## src/sv/bounded_double_ended_queue_macros.svh

```systemverilog
// Assertion macros shared by the double-ended queue modules.
// Each macro expects signals named clk and rst_n in the module that uses it.
`ifndef BOUNDED_DOUBLE_ENDED_QUEUE_MACROS_SVH
`define BOUNDED_DOUBLE_ENDED_QUEUE_MACROS_SVH

// The consequent must hold in the same cycle as the antecedent.
`define BDEQ_ASSERT_SAME(label, ante, cons, msg) \
    label: assert property (@(posedge clk) disable iff (!rst_n) (ante) |-> (cons)) \
        else $error(msg);

// The consequent must hold in the cycle after the antecedent.
`define BDEQ_ASSERT_NEXT(label, ante, cons, msg) \
    label: assert property (@(posedge clk) disable iff (!rst_n) (ante) |=> (cons)) \
        else $error(msg);

`endif

```

## src/sv/bdeq_pkg.sv

```systemverilog
// Package for the bounded double-ended queue: operation and status codes,
// payload structs and the command/status structs between controller and datapath.
// No dependencies.
package bdeq_pkg;

    localparam int DEPTH_DEFAULT = 32;
    localparam int WORD_W        = 32;

    localparam logic [2:0] OP_PUSH_FRONT = 3'd0;
    localparam logic [2:0] OP_PUSH_BACK  = 3'd1;
    localparam logic [2:0] OP_POP_FRONT  = 3'd2;
    localparam logic [2:0] OP_POP_BACK   = 3'd3;
    localparam logic [2:0] OP_DUMP       = 3'd4;

    localparam logic [1:0] ST_OK    = 2'd0;
    localparam logic [1:0] ST_EMPTY = 2'd1;
    localparam logic [1:0] ST_FULL  = 2'd2;

    typedef struct packed {
        logic [2:0]               op;
        logic signed [WORD_W-1:0] value;
    } in_item_t;

    typedef struct packed {
        logic [1:0]               status;
        logic signed [WORD_W-1:0] word;
        logic                     last;
    } out_item_t;

    // Commands from the controller to the datapath.
    typedef struct packed {
        logic       load;        // capture the incoming item
        logic       push;        // write the word, move pointers, report ok
        logic       pop;         // read the word, move pointers
        logic       dump_start;  // read the front word
        logic       dump_next;   // read the word after the current one
        logic       report;      // emit a status-only result
        logic [1:0] code;        // status code for a report
        logic       emit_data;   // emit the word read in the previous cycle
        logic       emit_last;   // last mark for emit_data
    } dp_cmd_t;

    // Status from the datapath to the controller.
    typedef struct packed {
        logic [2:0] op;
        logic       empty;
        logic       full;
        logic       dump_last;
    } dp_stat_t;

endpackage

```

## src/sv/bdeq_datapath.sv

```systemverilog
// Datapath of the double-ended queue: slot memory, front pointer, occupancy,
// dump walk counter and the result register. Depends on bdeq_pkg and the macros header.
`include "bounded_double_ended_queue_macros.svh"

module bdeq_datapath #(
    parameter int DEPTH = bdeq_pkg::DEPTH_DEFAULT
) (
    input  logic                 clk,
    input  logic                 rst_n,
    input  bdeq_pkg::in_item_t   item,
    input  bdeq_pkg::dp_cmd_t    cmd,
    output bdeq_pkg::dp_stat_t   stat,
    output logic                 done,
    output bdeq_pkg::out_item_t  result
);
    import bdeq_pkg::*;

    localparam int IDX_W = (DEPTH > 1) ? $clog2(DEPTH) : 1;
    localparam int CNT_W = $clog2(DEPTH + 1);
    localparam logic [IDX_W:0]   DEPTH_S = (IDX_W + 1)'(DEPTH);
    localparam logic [CNT_W-1:0] DEPTH_C = CNT_W'(DEPTH);

    logic signed [WORD_W-1:0] slots [DEPTH];

    in_item_t                 item_reg;
    logic [IDX_W-1:0]         front_reg, front_next;
    logic [CNT_W-1:0]         occ_reg, occ_next;
    logic [IDX_W-1:0]         k_reg, k_next;
    logic signed [WORD_W-1:0] rd_data_reg;
    logic                     done_reg, done_next;
    out_item_t                result_reg, result_next;

    logic [IDX_W-1:0] front_dec;
    logic [IDX_W-1:0] occ_low;
    logic [IDX_W-1:0] occ_less_one;
    logic [CNT_W-1:0] occ_m1;
    logic [IDX_W-1:0] wr_addr;
    logic             wr_en;
    logic [IDX_W-1:0] rd_addr;
    logic             rd_en;

    // Offset from the front, wrapped around the ring.
    function automatic logic [IDX_W-1:0] wrap_add(input logic [IDX_W-1:0] base,
                                                  input logic [IDX_W-1:0] ofs);
        logic [IDX_W:0] s;
        s = {1'b0, base} + {1'b0, ofs};
        if (s >= DEPTH_S)
        begin
            s = s - DEPTH_S;
        end
        return s[IDX_W-1:0];
    endfunction

    assign occ_m1       = occ_reg - CNT_W'(1);
    assign occ_low      = occ_reg[IDX_W-1:0];
    assign occ_less_one = occ_m1[IDX_W-1:0];
    assign front_dec    = (front_reg == '0) ? IDX_W'(DEPTH - 1) : front_reg - IDX_W'(1);

    assign stat.op        = item_reg.op;
    assign stat.empty     = (occ_reg == '0);
    assign stat.full      = (occ_reg == DEPTH_C);
    assign stat.dump_last = ((CNT_W'(k_reg) + CNT_W'(1)) == occ_reg);

    always_comb
    begin
        front_next  = front_reg;
        occ_next    = occ_reg;
        k_next      = k_reg;
        wr_en       = 1'b0;
        wr_addr     = front_dec;
        rd_en       = 1'b0;
        rd_addr     = front_reg;
        done_next   = 1'b0;
        result_next = result_reg;

        if (cmd.push)
        begin
            wr_en = 1'b1;
            if (item_reg.op == OP_PUSH_FRONT)
            begin
                wr_addr    = front_dec;
                front_next = front_dec;
            end
            else
            begin
                wr_addr = wrap_add(front_reg, occ_low);
            end
            occ_next    = occ_reg + CNT_W'(1);
            done_next   = 1'b1;
            result_next = '{status: ST_OK, word: '0, last: 1'b1};
        end

        if (cmd.pop)
        begin
            rd_en = 1'b1;
            if (item_reg.op == OP_POP_FRONT)
            begin
                rd_addr    = front_reg;
                front_next = wrap_add(front_reg, IDX_W'(1));
            end
            else
            begin
                rd_addr = wrap_add(front_reg, occ_less_one);
            end
            occ_next = occ_m1;
        end

        if (cmd.dump_start)
        begin
            rd_en   = 1'b1;
            rd_addr = front_reg;
            k_next  = '0;
        end

        if (cmd.dump_next)
        begin
            rd_en   = 1'b1;
            k_next  = k_reg + IDX_W'(1);
            rd_addr = wrap_add(front_reg, k_next);
        end

        if (cmd.report)
        begin
            done_next   = 1'b1;
            result_next = '{status: cmd.code, word: '0, last: 1'b1};
        end

        if (cmd.emit_data)
        begin
            done_next   = 1'b1;
            result_next = '{status: ST_OK, word: rd_data_reg, last: cmd.emit_last};
        end
    end

    always_ff @(posedge clk)
    begin
        if (wr_en)
        begin
            slots[wr_addr] <= item_reg.value;
        end
        if (rd_en)
        begin
            rd_data_reg <= slots[rd_addr];
        end
        if (cmd.load)
        begin
            item_reg <= item;
        end
        k_reg      <= k_next;
        result_reg <= result_next;
    end

    always_ff @(posedge clk or negedge rst_n)
    begin
        if (!rst_n)
        begin
            front_reg <= '0;
            occ_reg   <= '0;
            done_reg  <= 1'b0;
        end
        else
        begin
            front_reg <= front_next;
            occ_reg   <= occ_next;
            done_reg  <= done_next;
        end
    end

    assign done   = done_reg;
    assign result = result_reg;

    `BDEQ_ASSERT_SAME(a_occ_bound, 1'b1, occ_reg <= DEPTH_C, "occupancy above depth")
    `BDEQ_ASSERT_NEXT(a_push_grows, cmd.push, occ_reg == $past(occ_reg) + CNT_W'(1), "push did not grow queue")
    `BDEQ_ASSERT_SAME(a_full_report, cmd.report && cmd.code == ST_FULL, stat.full, "full reported on non-full queue")
    `BDEQ_ASSERT_NEXT(a_dump_cont, done_reg && !result_reg.last, done_reg, "dump stream broke before last")

endmodule

```

## src/sv/bdeq_ctrl.sv

```systemverilog
// Controller of the double-ended queue: accepts an operation, decides it
// against the queue status and sequences the datapath. Depends on bdeq_pkg and the macros header.
`include "bounded_double_ended_queue_macros.svh"

module bdeq_ctrl (
    input  logic               clk,
    input  logic               rst_n,
    input  logic               start,
    output logic               busy,
    input  bdeq_pkg::dp_stat_t stat,
    output bdeq_pkg::dp_cmd_t  cmd
);
    import bdeq_pkg::*;

    typedef enum logic [3:0] {
        S_IDLE = 4'b0001,
        S_EXEC = 4'b0010,
        S_POP  = 4'b0100,
        S_DUMP = 4'b1000
    } state_t;

    state_t state_reg, state_next;

    always_comb
    begin
        state_next = state_reg;
        cmd        = '0;

        case (state_reg)
            S_IDLE:
            begin
                if (start)
                begin
                    cmd.load   = 1'b1;
                    state_next = S_EXEC;
                end
            end

            S_EXEC:
            begin
                state_next = S_IDLE;
                case (stat.op) inside
                    OP_PUSH_FRONT, OP_PUSH_BACK:
                    begin
                        if (stat.full)
                        begin
                            cmd.report = 1'b1;
                            cmd.code   = ST_FULL;
                        end
                        else
                        begin
                            cmd.push = 1'b1;
                        end
                    end
                    OP_POP_FRONT, OP_POP_BACK:
                    begin
                        if (stat.empty)
                        begin
                            cmd.report = 1'b1;
                            cmd.code   = ST_EMPTY;
                        end
                        else
                        begin
                            cmd.pop    = 1'b1;
                            state_next = S_POP;
                        end
                    end
                    OP_DUMP:
                    begin
                        if (stat.empty)
                        begin
                            cmd.report = 1'b1;
                            cmd.code   = ST_EMPTY;
                        end
                        else
                        begin
                            cmd.dump_start = 1'b1;
                            state_next     = S_DUMP;
                        end
                    end
                    default:
                    begin
                        state_next = S_IDLE;
                    end
                endcase
            end

            S_POP:
            begin
                cmd.emit_data = 1'b1;
                cmd.emit_last = 1'b1;
                state_next    = S_IDLE;
            end

            S_DUMP:
            begin
                // One stored word leaves per cycle while the next one is read.
                cmd.emit_data = 1'b1;
                cmd.emit_last = stat.dump_last;
                if (stat.dump_last)
                begin
                    state_next = S_IDLE;
                end
                else
                begin
                    cmd.dump_next = 1'b1;
                end
            end

            default:
            begin
                state_next = S_IDLE;
            end
        endcase
    end

    always_ff @(posedge clk or negedge rst_n)
    begin
        if (!rst_n)
        begin
            state_reg <= S_IDLE;
        end
        else
        begin
            state_reg <= state_next;
        end
    end

    assign busy = (state_reg != S_IDLE);

    `BDEQ_ASSERT_NEXT(a_load_exec, cmd.load, state_reg == S_EXEC, "accepted item not executed")
    `BDEQ_ASSERT_SAME(a_emit_state, cmd.emit_data, state_reg == S_POP || state_reg == S_DUMP, "data emitted outside read states")
    `BDEQ_ASSERT_NEXT(a_pop_emit, cmd.pop, cmd.emit_data && cmd.emit_last, "pop result not emitted")

endmodule

```

## src/sv/bounded_double_ended_queue.sv

```systemverilog
// Bounded double-ended queue of signed words in a ring buffer.
// Push and status-only results go from the execute state into the result register; pops and
// the first dumped word pass the registered memory read first, then one dumped word per cycle.
// Busy covers the execute state, plus the pop state for pops or the dump walk for a dump,
// set by the registered memory read and the controller's walk. Results cannot be stalled.
// Reset clears the pointers and occupancy (empty queue); slot contents are not cleared.
module bounded_double_ended_queue #(
    parameter int DEPTH = bdeq_pkg::DEPTH_DEFAULT
) (
    input  logic                clk,
    input  logic                rst_n,
    input  logic                start,
    output logic                busy,
    input  bdeq_pkg::in_item_t  item,
    output logic                done,
    output bdeq_pkg::out_item_t result
);
    import bdeq_pkg::*;

    dp_cmd_t  cmd;
    dp_stat_t stat;

    bdeq_ctrl u_ctrl (
        .clk   (clk),
        .rst_n (rst_n),
        .start (start),
        .busy  (busy),
        .stat  (stat),
        .cmd   (cmd)
    );

    bdeq_datapath #(
        .DEPTH (DEPTH)
    ) u_datapath (
        .clk    (clk),
        .rst_n  (rst_n),
        .item   (item),
        .cmd    (cmd),
        .stat   (stat),
        .done   (done),
        .result (result)
    );

endmodule

```

## config.mk

```make
export PLATFORM = sky130hd
export DESIGN_NAME = bounded_double_ended_queue
export DESIGN_NICKNAME = d
export VERILOG_FILES = /design/src/sv/bdeq_pkg.sv /design/src/sv/bdeq_datapath.sv /design/src/sv/bdeq_ctrl.sv /design/src/sv/bounded_double_ended_queue.sv
export VERILOG_INCLUDE_DIRS = /design/src /design/src/sv
export SDC_FILE = /design/constraint.sdc
export NUM_CORES = 1
export LEC_CHECK = 0
export BUFFER_PORTS_ARGS = -buffer_cell sky130_fd_sc_hd__clkbuf_2
export CAP_MARGIN = 15
export CORE_ASPECT_RATIO = 1.2
export CORE_MARGIN = 4
export CORE_UTILIZATION = 45
export CTS_CLUSTER_DIAMETER = 150
export DETAILED_ROUTE_END_ITERATION = 10
export RECOVER_POWER = 50
export SYNTH_ARGS = -nofsm -noshare
export SYNTH_HDL_FRONTEND = slang
export SYNTH_SLANG_ARGS = --single-unit
```

## constraint.sdc

```tcl
create_clock -name clk -period 3.98 [get_ports clk]
set_input_delay 0.398 -clock clk [delete_from_list [all_inputs] [get_ports clk]]
set_output_delay 0.398 -clock clk [all_outputs]
set_load 0.1 [all_outputs]
```

# [After elaboration in Yosys (flattened, before gate mapping)]
# Memories as Yosys holds them, arrays and structs flattened. A register that Yosys moved wholly into a read port is not among the register bits.
# Cells that the tools add are included.
# W data, S select, Z words.
[op_classes] addsub=13 n_mul=0 div_mod_pow=0 n_lt_le_gt_ge=4 n_eq_ne=13 n_shift=0 n_mux=58 bitwise=0 n_reduce_logical=10
[ops] op="$mux W5" count=17
[ops] op="$mux W35" count=2
[ops] op="$mux W33" count=1
[ops] op="$sub A5 B1 Y5 const B" count=5
[ops] op="$ge A6 B6 Y1 const B" count=4
[ops] op="$mux W3" count=8
[ops] op="$mux W4" count=6
[ops] op="$mux W1" count=20
[ops] op="$add A5 B5 Y6" count=3
[ops] op="$add A5 B1 Y6 const B" count=2
[ops] op="$mux W6" count=2
[ops] op="$pmux W4 S3" count=1
[ops] op="$add A6 B1 Y6 const B" count=1
[ops] op="$eq A3 B2 Y1 const B" count=2
[ops] op="$eq A6 B6 Y1" count=1
[ops] op="$eq A6 B6 Y1 const B" count=1
[ops] op="$logic_not A6 Y1" count=1
[ops] op="$reduce_bool A2 Y1" count=3
[ops] op="$sub A6 B1 Y6 const B" count=1
[ops] op="$add A5 B1 Y5 const B" count=1
[ops] op="$logic_not A5 Y1" count=1
[ops] op="$eq A4 B1 Y1 const B" count=1
[ops] op="$eq A4 B2 Y1 const B" count=1
[ops] op="$eq A4 B3 Y1 const B" count=1
[ops] op="other kinds (11)" count=12
[word_totals] regBits=91 latchBits=0 mem_bits_rw=1024 rom_bits=0 in_bits=38 out_inout_bits=37 word_cells=109 memories=1
[memory_table] name="u_datapath.slots" words=32 width=32 read_ports=1 rd_clocked_by_memory_dff=1 write_ports=1 line_no="bdeq_datapath.sv:23" source="logic signed [WORD_W-1:0] slots [DEPTH];"

# [Depth between registers and ports, before layout]
[depth] depth_word=9 ltp_mapped=15 depth_no_buf=13

# [Hierarchy]
# A second synthesis with hierarchy kept.
[hier_totals] hier_cells=2530 hier_area_um2=45479.9
[modules_own_cells] mod="bdeq_datapath" n_inst=1 cells_per_inst=2496 area_each_um2=45179.6 seq_area_each_um2=34242.8
[modules_own_cells] mod="bdeq_ctrl" n_inst=1 cells_per_inst=34 area_each_um2=300.3 seq_area_each_um2=101.3

# [Worst setup path after synthesis]
# Ideal clock, no wire load.
[synth_timing] path_type="reg-to-reg" start="register u_ctrl.state_reg[2]" end="memory u_datapath.slots[16][0], enable pin" setup_ps=421 t_arrival_ps=3612 required_time_ps=3559 setup_slack_ps=-53 stages_incl_launch_ff=10 path_buffers=1 synth_period_minus_slack_ps=4033 cell_sequence="dfrtp_1 nor4b_2 nand2_1 a21oi_1 nand2_1 clkbuf_1 a21oi_1 xnor2_1 nand2_1 nor2_1"
[synth_between] elab_chain_len=5 word_cells_on_any_way=6 classes_between="eq/ne: 1; mux: 5"
[synth_lines] item="from (decl)" line_no="bdeq_ctrl.sv:22" source="state_t state_reg, state_next;"
[synth_lines] item="from (signal assigned)" line_no="bdeq_ctrl.sv:125" source="state_reg <= state_next;"
[synth_lines] item="$eq A4 B2 Y1 *" line_no="bdeq_ctrl.sv:29" source="case (state_reg)"
[synth_lines] item="$mux W3 *" line_no="bdeq_ctrl.sv:29"
[synth_lines] item="$mux W1" line_no="bdeq_datapath.sv:76" source="if (cmd.push)"
[synth_lines] item="$mux W1" line_no="bdeq_datapath.sv:137" source="if (wr_en)"
[synth_lines] item="$mux W1 (implied by the code)" line_no="bdeq_datapath.sv:139" source="slots[wr_addr] <= item_reg.value;"
[synth_lines] item="to (decl)" line_no="bdeq_datapath.sv:23"
# Every way passes the cells marked *; elsewhere a longest branch is shown, timed or not.

# [Worst setup path in the final report]
[layout_timing] start="register u_datapath.k_reg[0]" end="register u_datapath.rd_data_reg[10] (read register of u_datapath.slots) (data pin)"
[layout_between] elab_chain_len=5 word_cells_on_any_way=11 classes_between="add/sub: 4; order compare: 1; eq/ne: 1; mux: 5"
[layout_lines] item="from (decl)" line_no="bdeq_datapath.sv:28" source="logic [IDX_W-1:0] k_reg, k_next;"
[layout_lines] item="from (signal assigned)" line_no="bdeq_datapath.sv:149" source="k_reg <= k_next;"
[layout_lines] item="$add A5 B1 Y5 or $add A5 B1 Y6 (tied branches)" line_no="bdeq_datapath.sv:118, bdeq_datapath.sv:62"
[layout_lines] item="$add A5 B5 Y6 or $eq A6 B6 Y1 (tied branches)" line_no="bdeq_datapath.sv:46, bdeq_datapath.sv:62"
[layout_lines] item="$sub A5 B1 Y5 (tied with other cells)" line_no="bdeq_datapath.sv:49" source="s = s - DEPTH_S;"
[layout_lines] item="$mux W5 or $mux W1 (tied branches)" line_no="bdeq_datapath.sv:47, bdeq_ctrl.sv:29"
[layout_lines] item="$mux W5 or $mux W1 (tied branches)" line_no="bdeq_datapath.sv:115" source="if (cmd.dump_next)"
[layout_lines] item="to (decl)" line_no="bdeq_datapath.sv:29" source="logic signed [WORD_W-1:0] rd_data_reg;"
# Several ways; a longest one is shown, not always the timed one.
# A chain may end at the register's enable or synchronous reset.

==> summary.txt <==
Timing
  – Setup slack after layout: 0.1308 ns
  – Final hold vios: 0
  – Setup total negative slack: 0 ns
  – Final Cycle Share: 96.71%
  – Final number of setup-violating endpoints: 0
  – Final min period: 3.849 ns
  – Clock skew: 0.02417 ns
  – Slew Viols, Final: 67
  – Hold WS: 0.1244 ns
  – Worst slew pin tran: 1.717 ns
  – Max Clock Freq: 259.8 MHz
  – Worst slew margin: -14.44%
  – RSZ-0062 raised after global routing: false

Pwr
  – Highest ir drop seen on vdd: 0.4419 mV
  – Leak Pwr: 18.45 nW
  – Power per cell area: 670.8 nW/um^2

Global route
  – Vias in the first global route: 27300
  – Initial antenna violation count: 3
  – First-pass GRT wire length: 189300 um
  – Total GRT Usage: 24.13%
  – Pin count of the biggest net entering global routing: 69
  – Total global routing overflow: 0

Cells and area
  – Fillers: 8169
  – Max reg flops: 1024
  – Share of cells above drive strength 1: 14.28%
  – Most frequent cells in the layout: edfxtp_1, nand2_1, mux2i_1
  – Post-route cell area: 53870 um^2
  – # nets final: 3328
  – Commonest non-fill, non-tap cell in the layout: edfxtp_1
  – Final Util: 53.14%
  – Area grow syn2layout: 17.42%

Routing
  – DRC: 0
  – DR WL/cell: 28.10 um
  – WL final: 132900 um
  – DR iter-0 viols: 3137
  – Drt pass-1 iters: 7
  – DR vias: 28410
  – Antenna-violating nets left: 0
  – Vias/cell: 6.007

Clock network
  – CTS root buf: clkbuf_16
  – CTS sink cnt: 1147
  – CTS tree: yes
  – Num CTS Buffers: 113
  – Worst-path clk slew: 0.07 ns
  – CTS Buffer Depth: 3
  – H-tree Lvls: 3
  – Clock Latency Late Sink: 0.70 ns

Floorplanning
  – Core ar.: 101400 um^2
  – DIE AREA: 107100 um^2
  – Boundary Pins: 75
  – Initial Util: 45.26%
  – Die X: 299.5 um
  – Cell Rows: 128
  – Die Ht: 357.8 um

Place
  – HPWL after DPL: 74450 um
  – Pre-CTS worst setup slack: -0.1393 ns
  – Placer Congestion: 0.8430
  – Placed cell areas: 49620 um^2
  – I/O Buffers: 74

Setup path
  – CP required: 4.34 ns
  – CP cell instances: ha_2 -> xor2_2 -> xor2_1 -> or4_4 -> o221ai_2 -> and3_4 -> or2_4 -> buf_12 -> nor2_4 -> buf_4 -> a32oi_2 -> nand4_1
  – Worst path arrival time: 4.21 ns
  – Crit path launch type: flop
  – Max incr delay on CP: 0.61 ns
  – Worst-path fanout max: 17
  – Slowest cell on crit path: or4_4
  – Crit path kind: flop to flop
  – Crit path capture type: flop

Synth
  – Post-Syn Area: 45880 um^2
  – Post-Syn Instances: 3035
  – Synthesized flop and latch total: 1147
  – Post-synth top area share: 73.90%
  – Area leader, netlist: edfxtp_1
  – Synth Net Count: 3093
  – Synth Flop Type: edfxtp_1
  – Number of synthesized flops with an enable pin: 1129
  – Cell variety after synth: 68
  – Avg Cell Area, Syn: 15.12 um^2
  – YS warnings: 0
  – Post-synth ARST share: 1.395%
  – Post-synthesis sequential area ratio: 74.86%
  – Ranking of synthesized cells by area: edfxtp_1, mux2i_1, nand2_1, a21oi_1, nand3_1

Status
  – Outcome: finished with violations
  – Failing checks: capacitance limit, slew limit

Flow run
  – Max Cap Viol: 2

Worst hold path
  – Worst hold path type: input port to flop
-- power by group --
group / switching, mW / internal (mW)
clock: 4.50 / 6.05
sequential: 0.521 / 13.9
combinational: 6.98 / 4.17
-- per-stage QoR --
stage / power, mW / instances
final: 36.14 / 4730
after global routing: 37.68 / 4727
after CTS: 36.07 / 4716
after detailed placement: 25.42 / 4469
after global placement: 25.23 / 4469
after floorplan: 21.38 / 3035
-- worst max-delay path, delay by kind of cell, from the launching register on --
kind	cells	cell delay, ns
AO/OA/AOI/OAI	2	0.51
XOR/XNOR	2	0.41
adder cells (fa/ha/maj)	1	0.25
buffers and inverters	2	0.46
flip-flops	1	0.47
AND/OR/NAND/NOR	5	1.41
-- cell families after synthesis --
kind of cell | synth area share (%)
simple gates | 8.435
compound gates | 8.918
xor+xnor | 0.6300
buf+inv | 2.182
flops | 74.86
mux | 4.383
fa+ha+maj | 0.5945
-- routing by layer --
layer	wire, um	vias to the layer above	global-route usage [%]
li1	-	12340	-
met1	52830	14570	31.99
met2	66130	1256	41.18
met3	9515	240	3.506
met4	4404	2	8.095
met5	17	-	0
-- final cells by class --
type,instances,area [um^2],share of cell area (%)
antenna,3,7.507,0.01394
clock buffer,131,2895,5.374
clock inverter,76,754.5,1.401
inverter,16,60.06,0.1115
multi-input combinational,1668,11050,20.52
sequential,1147,34340,63.75
tap,1365,1708,3.170
timing repair buffer,324,3049,5.660
-- repair_timing --
action,CTS,global route
setup buffers,4,6
hold endpoints to repair,51,0
endpoints found under the setup margin,9,30
gates cloned,0,2
resized for setup,8,27
pin swaps,3,5
hold buffers,36,0
-- synth_stat cells (7+ instances only) --
master and n:
nor3_1 9, nand4_1 33, a22oi_1 95, clkbuf_1 136, nand3_1 169, o21ai_0 101, xor2_1 16, ha_1 17
a211oi_1 66, nand2_1 355, and3_1 128, a2111oi_0 8, nor2_1 61, buf_1 12, a21o_1 7, a32oi_1 64
a2111oi_1 51, xnor2_1 17, dfrtp_1 15, inv_1 14, a21oi_1 177, edfxtp_1 1129, and2_1 38, buf_2 39
mux2i_1 195, buf_4 9
-- worst paths after layout --
path	start	endpoint	slack (ns)	cells past startpoint
hold reg to reg	u_datapath.result[33]	u_datapath.result[33]	0.46	2
setup / recovery	u_datapath.k_reg[0]	u_datapath.rd_data_reg[10]	0.13	12
max in group asynchronous	rst_n	u_datapath.front_reg[0]	2.99	2
min in group asynchronous	rst_n	u_datapath.front_reg[4]	0.39	2
hold / removal	item[12]	u_datapath.item_reg[12]	0.12	1
setup reg to reg	u_datapath.k_reg[0]	u_datapath.rd_data_reg[10]	0.13	12
Note: power is estimated with default switching activity, not from simulation.
